`config.mk`:
```
export PLATFORM = sky130hd
export DESIGN_NAME = gmps_ram
export DESIGN_NICKNAME = d
export VERILOG_FILES = /design/src/rtl/gmps_ram.sv
export SDC_FILE = /design/constraint.sdc
export NUM_CORES = 1
export LEC_CHECK = 0
export BUFFER_PORTS_ARGS = -buffer_cell sky130_fd_sc_hd__buf_2
export CAP_MARGIN = 20
export CORE_MARGIN = 5
export CORE_UTILIZATION = 65
export CTS_CLUSTER_DIAMETER = 150
export DETAILED_ROUTE_END_ITERATION = 6
export GPL_ROUTABILITY_DRIVEN = 0
export GPL_TIMING_DRIVEN = 1
export PLACE_DENSITY = 0.84
export SLEW_MARGIN = 5
export SYNTH_ARGS = -nofsm -noshare
export SYNTH_HDL_FRONTEND = slang
export SYNTH_SLANG_ARGS = --single-unit
export TNS_END_PERCENT = 10
```
`constraint.sdc`:
```
create_clock -name clk -period 3.65 [get_ports clk]
set_clock_uncertainty 0.1 [all_clocks]
set_input_delay 0.73 -clock clk [delete_from_list [all_inputs] [get_ports clk]]
set_output_delay 0.73 -clock clk [all_outputs]
set_load 0.005 [all_outputs]
```
`src/rtl/gmps_ram.sv`:
```
module gmps_ram #(
    parameter int WIDTH = 8,
    parameter int DEPTH = 16
) (
    input  logic                     clk,
    input  logic                     we,
    input  logic [$clog2(DEPTH)-1:0] waddr,
    input  logic [WIDTH-1:0]         wdata,
    input  logic                     re,
    input  logic [$clog2(DEPTH)-1:0] raddr,
    output logic [WIDTH-1:0]         rdata
);

    logic [WIDTH-1:0] mem [DEPTH];
    logic [WIDTH-1:0] rdata_reg;

    // read-first: a read of the entry being written returns the old data
    always_ff @(posedge clk)
    begin
        if (we)
        begin
            mem[waddr] <= wdata;
        end
        if (re)
        begin
            rdata_reg <= mem[raddr];
        end
    end

    assign rdata = rdata_reg;

endmodule

```
==> flow_results.org <==
** Synth
- Average size of a mapped cell :: about 23 µm²
- EDFF count, synth :: approximately 140
- Share of the synthesized area in the top cell type :: 0.781
- The share of the Yosys chip area taken by registers is 0.781.
- Synthesized instance count :: around 230
- Leading area contributor after synthesis :: sky130_fd_sc_hd__edfxtp_1
- After synthesis, the share of flip-flops with an asynchronous set or reset is 0.
- When the netlist entered floorplanning its net count stood at between 200 and 250.
- Number of distinct standard cells referenced by the synthesized netlist :: 18
- The mapped netlist covers 5230 µm².
- Yosys attributes the largest share of cell area to sky130_fd_sc_hd__edfxtp_1, sky130_fd_sc_hd__mux4_2, sky130_fd_sc_hd__mux4_1.
- For this run, the number of Yosys warnings is 0.
- Most frequent cells after synthesis :: sky130_fd_sc_hd__edfxtp_1, sky130_fd_sc_hd__mux4_2, sky130_fd_sc_hd__a22oi_1
- The most common cell in the synthesized netlist is sky130_fd_sc_hd__edfxtp_1.
- Most instantiated flip-flop cell in the synthesis netlist :: sky130_fd_sc_hd__edfxtp_1
- The synthesized design contains around 140 register bits.

** Final layout
- In the final layout, the share of cells above drive strength 1 is 0.280.
- The register with the most flip-flops in the layout has 128 of them.
- Filler instances :: about 370
- Number of diodes added for antenna fixing :: 0
- Net count, final :: approximately 290
- Area growth syn-to-layout :: 17.1%
- For this run, the share of the core covered by cells in the final layout is 0.788.
- Non-Filler Cell Area, Final :: around 6000 µm²

** Floorplanning
- 27 I/O pins were placed.
- The initial utilization of the core area, before any placement, comes to 0.673.
- After floorplanning, the core was sized to cover around 8000 µm².
- Vertical die dimension :: 99.7 µm
- Die extent in x :: about 100 µm
- Die Area :: approximately 9900 µm²
- Num rows :: 32

** Power
- Of the total power, the clock network draws 0.499.
- Int Pwr :: about 3.1 mW
- VDD IR max :: between 0.5 and 0.6 mV
- Sequential cell fraction of total power :: 0.460
- The share of total power dissipated in combinational logic is 0.041.
- Areal power density over the cells :: approximately 630 nW/µm²
- For this design the total switching power over the nets is slightly above 700 µW.
- Overall Power :: ~3.8 mW
- Static leakage :: 2.06 nW
- Net switching fraction of the power :: 0.186

** Clocking
- Root Buffer Master :: sky130_fd_sc_hd__clkbuf_8
- Buffers added to address setup during post-CTS repair amount to 0.
- Clock transition time at the flip-flop clock pins of the worst setup and hold paths :: ~60 ps
- TritonCTS built the clock tree.
- Counting the buffers created by CTS gives 17.
- After clock tree synthesis, the flow added hold-fix buffers numbering 0.
- No sink is reached through more buffers than the 2 on the longest clock path.
- Clock latency of the later-clocked register in the worst-skew pair :: around 500 ps
- # clock sinks :: about 140
- H-tree depth reported by CTS :: 4
- CTS-repair resized insts :: 0

** Timing
- Number of setup violations in the final report :: 0
- The count of endpoints failing hold in the final timing report is 0.
- Maximum frequency from static timing analysis :: between 400 and 500 MHz
- The worst pin sits at a relative slew slack of 0.404.
- Final critical-path required period :: 2080 ps
- RSZ-0062 raised after global routing :: false
- At the pin with the least slew margin, the transition time is around 900 ps.
- For the final routed database, the setup TNS stands at 0 ps.
- The number of pins exceeding their max-slew limit in the final report is 0.
- Of the available clock period, the critical path in the final layout requires 0.569.

** Route
- Avg Vias per Cell :: roughly 6.6
- After detailed routing, the number of remaining DRC violations is 0.
- First-pass iteration count of the detailed router :: 5
- For this block, the via count after detailed routing is approximately 2500.
- Post-DRT Antenna Nets :: 0
- WL final :: roughly 10 mm
- In the final routed layout, each cell accounts on average for about 27 µm.
- After the first detailed-routing iteration, the DRC count stood at 266.

** GRT
- Number of global-route vias before repair :: approximately 2600
- Total gr overflow :: 0
- Entering global routing, the biggest net connects 33 pins.
- Gr usage total :: 0.230
- Antenna violations before repair :: 0
- Global-route wire length before repair :: around 16 mm

** Place
- Detailed placement ended at an HPWL of just under 6 mm.
- Post-DP Area :: between 5000 and 6000 µm²
- Buffers placed on the I/O ports in this run total 26.

** Worst setup path
- Measured in cells, the most critical reg-to-reg path has a length of 3.
- Reg-to-reg endpoint :: rdata[3]
- At the worst endpoint, the required time is 3810 ps.
- Setup crit start kind :: input port
- Counting both buffers and inverters, the worst setup path holds a total of 1.
- Cell with the largest stage delay on the worst path :: sky130_fd_sc_hd__buf_2
- Startpoint of the lowest-slack register-to-register path :: mem[2][3]
- By startpoint and endpoint, the worst setup path is classified as input port to flip-flop.
- On the worst path, the slowest cell contributes a delay of ~620 ps.
- The worst register-to-register path has a setup slack of ~1900 ps.
- Worst endpoint data arrival time :: 2240 ps
- Max Fanout on Critical Path :: 32
- The worst setup path is captured at a flip-flop.
- Cell family with the largest share of critical-path delay :: buffers and inverters
- Cells along the critical path :: buf_2 > mux4_1 > a22oi_1 > nand2_1

** Min path
- The path class of the tightest hold or removal check is input port to flip-flop.
- Worst hold path startpoint :: re
- Along the worst hold path, the cell count comes to 1.
- The worst hold path terminates at rdata[1].

** Run
- Across the run, the number of max-cap violations was 0.

** Status
- Result of the run :: finished, final reports clean
[metrics by stage]
| step | worst slack [ps] | hold WS [ps] | std cells |
|---|---|---|---|
| after floorplan | 1330 | 605 | 229 |
| after global placement | 1160 | 631 | 352 |
| after CTS | 1610 | 478 | 384 |
| final | 1570 | 500 | 384 |
| after global routing | 1530 | 481 | 384 |
| after detailed placement | 1120 | 648 | 352 |
[per-layer routing]
layer,track usage,vias to the layer above,part of all wire,wire (µm)
li1,-,1058,-,-
met1,0.319,1284,0.39,4010
met2,0.346,170,0.49,5030
met3,0.0561,24,0.093,960
met4,0.116,0,0.032,330
met5,0,-,0,0
[power by group through the flow]
stage | Sequential, mW | Clock, mW | Combinational, mW
after floorplan | 1.80 | 0 | 0.0888
after global placement | 1.80 | 0 | 0.148
after detailed placement | 1.80 | 0 | 0.153
after CTS | 1.77 | 1.93 | 0.158
after global routing | 1.77 | 2.01 | 0.169
final | 1.77 | 1.92 | 0.157
[logic make-up (layout without fill, tap and decap cells)]
logic type	Yosys count	count (layout)	synth area share
compound gates	16	16	0.0230
buf+inv	10	63	0.0165
flops	136	136	0.781
mux	32	32	0.148
simple gates	35	35	0.0314
[cell type report]
cell class,instances,area [µm²],share of cell area
Clock buffer,18,418,0.0683
Clock inverter,14,253,0.0413
Multi-Input combinational cell,83,1060,0.173
Sequential cell,136,4080,0.667
Tap cell,102,128,0.0209
Timing Repair Buffer,31,180,0.0294
[worst max-delay path by stage]
stage | from | endpoint | slack (ps) | depth (start not counted)
final | raddr[1] | rdata[5] | 1570 | 4
after global routing | raddr[1] | rdata[5] | 1530 | 4
after CTS | raddr[1] | rdata[5] | 1610 | 4
after detailed placement | raddr[1] | rdata[2] | 1120 | 4
after global placement | raddr[1] | rdata[5] | 1160 | 4
after floorplan | waddr[2] | mem[0][0] | 1330 | 2
[layout by cell type, fill, tap and decap left out, drive strengths merged]
| master | Yosys | routed |
|---|---|---|
| clkinvlp | 0 | 1 |
| nand2 | 9 | 9 |
| and2 | 1 | 1 |
| clkbuf | 0 | 18 |
| nor3 | 4 | 4 |
| clkinv | 0 | 6 |
| edfxtp | 136 | 136 |
| mux4 | 32 | 32 |
| or3b | 1 | 1 |
| nand3b | 2 | 2 |
| and2b | 1 | 1 |
| nor2b | 1 | 1 |
| nand3 | 1 | 1 |
| bufinv | 0 | 7 |
| nand2b | 2 | 2 |
| nor2 | 13 | 13 |
| a22oi | 16 | 16 |
| buf | 7 | 31 |
(Power assumes the default switching activity.)
