`src/rtl/gmps_pkg.sv`:
```
package gmps_pkg;

    // fixed field widths
    localparam int CELL_VALUE_BITS = 16;
    localparam int SUM_BITS        = 27;
    localparam int CFG_DATA_BITS   = 11;
    localparam int CFG_INDEX_BITS  = 2;

    localparam logic [SUM_BITS-1:0] SUM_MAX = '1;

    // parameter defaults
    localparam int DEF_MAX_COLS  = 1024;
    localparam int DEF_MAX_ROWS  = 1024;
    localparam int DEF_CELL_BITS = 16;

    // register indexes
    localparam logic [CFG_INDEX_BITS-1:0] REG_GRID_ROWS = CFG_INDEX_BITS'(0);
    localparam logic [CFG_INDEX_BITS-1:0] REG_GRID_COLS = CFG_INDEX_BITS'(1);

    // where a cell sits in its grid
    typedef struct packed {
        logic first_row;
        logic first_col;
        logic last;
    } pos_t;

endpackage

```
`src/rtl/gmps_seq.sv`:
```
module gmps_seq import gmps_pkg::*; #(
    parameter int MAX_COLS = DEF_MAX_COLS,
    parameter int MAX_ROWS = DEF_MAX_ROWS
) (
    input  logic                        clk,
    input  logic                        rst_n,
    input  logic                        cfg_we,
    input  logic [CFG_INDEX_BITS-1:0]   cfg_index,
    input  logic [CFG_DATA_BITS-1:0]    cfg_data,
    input  logic                        advance,
    output logic [$clog2(MAX_COLS)-1:0] col,
    output pos_t                        pos
);

    localparam int CW = $clog2(MAX_COLS);
    localparam int RW = $clog2(MAX_ROWS);

    logic [CW-1:0] col_reg, col_next;
    logic [RW-1:0] row_reg, row_next;
    logic [CW-1:0] last_col_reg, last_col_next;
    logic [RW-1:0] last_row_reg, last_row_next;
    logic [CW-1:0] cfg_last_col;
    logic [RW-1:0] cfg_last_row;
    logic          cfg_hit;

    // size 0 counts as 1, oversize clamps to the maximum
    always_comb
    begin
        if (cfg_data == '0)
        begin
            cfg_last_col = '0;
            cfg_last_row = '0;
        end
        else
        begin
            if (32'(cfg_data) > 32'(MAX_COLS))
            begin
                cfg_last_col = CW'(MAX_COLS - 1);
            end
            else
            begin
                cfg_last_col = CW'(cfg_data - CFG_DATA_BITS'(1));
            end
            if (32'(cfg_data) > 32'(MAX_ROWS))
            begin
                cfg_last_row = RW'(MAX_ROWS - 1);
            end
            else
            begin
                cfg_last_row = RW'(cfg_data - CFG_DATA_BITS'(1));
            end
        end
    end

    assign cfg_hit = cfg_we && (cfg_index == REG_GRID_ROWS || cfg_index == REG_GRID_COLS);

    always_comb
    begin
        col_next      = col_reg;
        row_next      = row_reg;
        last_col_next = last_col_reg;
        last_row_next = last_row_reg;
        if (cfg_hit)
        begin
            col_next = '0;
            row_next = '0;
            if (cfg_index == REG_GRID_ROWS)
            begin
                last_row_next = cfg_last_row;
            end
            else
            begin
                last_col_next = cfg_last_col;
            end
        end
        else if (advance)
        begin
            if (col_reg == last_col_reg)
            begin
                col_next = '0;
                row_next = (row_reg == last_row_reg) ? '0 : row_reg + RW'(1);
            end
            else
            begin
                col_next = col_reg + CW'(1);
            end
        end
    end

    always_ff @(posedge clk or negedge rst_n)
    begin
        if (!rst_n)
        begin
            col_reg      <= '0;
            row_reg      <= '0;
            last_col_reg <= '0;
            last_row_reg <= '0;
        end
        else
        begin
            col_reg      <= col_next;
            row_reg      <= row_next;
            last_col_reg <= last_col_next;
            last_row_reg <= last_row_next;
        end
    end

    assign col           = col_reg;
    assign pos.first_row = (row_reg == '0);
    assign pos.first_col = (col_reg == '0);
    assign pos.last      = (col_reg == last_col_reg) && (row_reg == last_row_reg);

endmodule

```
`config.mk`:
```
export PLATFORM = sky130hd
export DESIGN_NAME = gmps_seq
export DESIGN_NICKNAME = d
export VERILOG_FILES = /design/src/rtl/gmps_pkg.sv /design/src/rtl/gmps_seq.sv
export SDC_FILE = /design/constraint.sdc
export NUM_CORES = 1
export LEC_CHECK = 0
export ABC_AREA = 1
export BUFFER_PORTS_ARGS = -buffer_cell sky130_fd_sc_hd__buf_4
export CAP_MARGIN = 15
export CORE_MARGIN = 3
export CORE_UTILIZATION = 51
export CTS_CLUSTER_SIZE = 40
export DETAILED_ROUTE_END_ITERATION = 6
export PLACE_DENSITY_LB_ADDON = 0.1
export RECOVER_POWER = 50
export SLEW_MARGIN = 20
export SYNTH_ARGS = -nofsm -noshare
export SYNTH_HDL_FRONTEND = slang
export SYNTH_SLANG_ARGS = --single-unit
```
`constraint.sdc`:
```
create_clock -name clk -period 3.2 [get_ports clk]
set_input_delay 0.16 -clock clk [delete_from_list [all_inputs] [get_ports clk]]
set_output_delay 0.16 -clock clk [all_outputs]
set_load 0.005 [all_outputs]
```
==> impl_metrics.toml <==
[timing]
final.setup_skew_ns = 0.00834
holdWs_ns = 0.137
rsz0062_at_grt = "no"
hold_viol = 0
relSlewSlack_pct = 66.0
setup_viol = 0
drv_slew = 0
worst_pin_slew_ns = 0.510
fin_crit_ns = 1.94
fin_crit_sh_pct = 60.8
fmax_mhz = 514
fin_ws_ns = 1.26
setup_tns_ns = 0

[floorplanning]
die_h_um = 78.6
dieArea_sq_mm = 0.00617
die_w_um = 78.6
core_sq_mm = 0.00491
start_util_pct = 54.7
ioPinCount = 30
rows = 25

[global_route]
grtUsageTotal_pct = 21.3
grt_pass1_vias = 2266
grt_first_pass_wirelength_um = 10400
grt_start_max_net_pins = 41
grt-ovfl-total = 0
antenna_found_initial = 0

[worst_setup_path]
r2r-end = "row_reg[8]$_DFFE_PN0P_"
cpMaxStageDelayCell = "dfrtp_1"
worstPathCellList = "inv_1 > nand2_1 > nand2_1 > nor2_1 > nand2_1 > nor2_1 > nand2_2 > nor2_1 > buf_4"
worst_setup_path_end_kind = "output port"
path_depth = 9
worstSetupStartpointType = "flop"
cp.required_ns = 3.04
crit_fanout = 10
crit_type = "reg2out"
worstRegToRegCells = 10
cp_top_family = "simple AND/OR/NAND/NOR gates"
cp.arrival_ns = 1.78
slowest_delay_ns = 0.55
rr_startpoint = "col[8]$_DFFE_PN0P_"
rrSetupSlack_ns = 1.53
cp_num_buf_inv = 2

[drt]
ant_nets = 0
drc = 0
drt_first_pass_iters = 5
drt_iter0_markers = 108
avgRoutedWirePerCell_um = 11.9
vias = 2453
totalWireLength_um = 6000
viasPerCell = 4.88

[placement]
pre_cts_slack_ns = 1.47
routabilityCongestion = 0.879
detailed_place_hpwl_um = 4580
io_buffers = 29

[hold_path]
holdPathStages = 4
min_to = "last_row_reg[1]$_DFFE_PN0P_"
worstHoldStart = "cfg_index[0]"
min_path_type = "in2reg"

[final_layout]
fin_nets = 457
fillers = 474
n_antenna_cell = 0
final_util_pct = 63.1
syn2layout_area_growth_pct = 15.4
layout_common_cells = "163 x nand2_1, 51 x nor2_1, 45 x inv_1, 40 x dfrtp_1, 26 x nand3_1"
final_common_cell = "nand2_1"
drive_gt1_share_pct = 12.8

[logic_synthesis]
synth_cells = 406
synth_top_area_cell = "dfrtp_1"
ys_warn_count = 0
mappedNetlistArea_sq_mm = 0.00269
synthTopCellsByArea = "dfrtp_1 37%, nand2_1 23%, nor2_1 7.1%, inv_1 6.3%, nand3_1 4.8%"
syn-mean-instance-area_sq_um = 6.62
synth_edf_count = 0
yosysSeqAreaShare_pct = 37.3
synth-main-ff-cell = "dfrtp_1"
ys_ff_latch = 40
synth_top_area_share_pct = 37.3
ys_types = 30
syn_nets = 428
async_reset_ff_share_pct = 100

[clocking]
cts_resized = 0
cts-buffers-inserted = 5
htree_levels = 2
clk_latency_ns = 0.30
cts_sinks = 40
cts_tree = "built"
cts_max_path_buffers = 2
clk_pin_slew_ns = 0.09
root_buffer = "clkbuf_8"

[run_status]
status = "complete, no violations"

[job]
drv_cap = 0

[pwr]
leakage_nw = 1.65
powerDensity_mw_per_mm2 = 611
vdd_drop_max_mv = 0.254
-- layout make-up --
| type | count | area (sq um) | area share, % |
|---|---|---|---|
| Sequential cell | 40 | 1000 | 32.3 |
| Inverter | 54 | 203 | 6.54 |
| Clock inverter | 3 | 90.1 | 2.91 |
| Multi-Input combinational cell | 304 | 1430 | 46.0 |
| Tap cell | 67 | 83.8 | 2.70 |
| Clock buffer | 5 | 68.8 | 2.22 |
| Timing Repair Buffer | 30 | 228 | 7.34 |
-- worst register-to-register path, delay by kind of cell (launching register included) --
kind / cells / cell delay, ns
simple gates: 9 / 1.00
flops: 1 / 0.45
buf+inv: 1 / 0.11
-- power breakdown --
group / switching [mW] / internal, mW
logic: 0.305 / 0.241
registers: 0.161 / 0.612
clock network: 0.187 / 0.390
total: 0.652 / 1.24
-- how the worst max path moves through the flow --
stage	start	end	slack, ns
after floorplan	col[3]$_DFFE_PN0P_	col[8]$_DFFE_PN0P_	1.77
after global placement	cfg_data[0]	last_col_reg[7]$_DFFE_PN0P_	1.56
after detailed placement	cfg_data[0]	last_row_reg[4]$_DFFE_PN0P_	1.47
after CTS	row_reg[0]$_DFFE_PN0P_	pos[0]	1.27
after global routing	row_reg[0]$_DFFE_PN0P_	pos[0]	1.12
final	row_reg[0]$_DFFE_PN0P_	pos[0]	1.26
-- synth_stat cells (2+ instances only) --
cell type	count
nand3_1	26
buf_2	2
dfrtp_1	40
nor2_4	3
or2_2	2
buf_6	3
xnor2_1	7
nor4_1	2
or2_0	3
o21ai_1	7
a21oi_1	3
o21ai_4	2
ha_1	5
xor2_1	11
o21ai_0	10
inv_2	8
nand4_1	2
inv_1	45
nand2_1	163
clkbuf_1	2
nor2_1	51
-- cell families (layout without fill, tap and decap cells) --
family                     after synthesis  count (layout)  synth area share (%)
AOI/OAI and AO/OA                       23              23                  5.17
xor gates and xnor gates                18              18                  5.87
adders and majority gates                5               5                  2.33
buffers and inverters                   62              92                  9.64
DFF                                     40              40                  37.3
and+or+nand+nor                        258             258                  39.7
-- layer usage --
layer	vias up	GRT usage [%]	wire, um
li1	1283	-	-
met1	1106	28.8	3000
met2	57	34.4	2670
met3	7	4.24	260
met4	0	6.47	68
met5	-	0	0
-- through the flow --
step           instance area, sq um  total power, mW  cells
6_report                       3100             1.90    503
5_1_grt                        3100             2.06    503
4_1_cts                        3100             1.90    503
3_5_place_dp                   2930             1.32    494
3_3_place_gp                   2930             1.31    494
2_1_floorplan                  2690             1.16    406
-- what timing repair did --
action                    in CTS  in global routing
hold buffers                   1                  0
setup buffers                  0                  0
hold endpoints to repair      40                  0
Power figures use the tool's default switching activity.
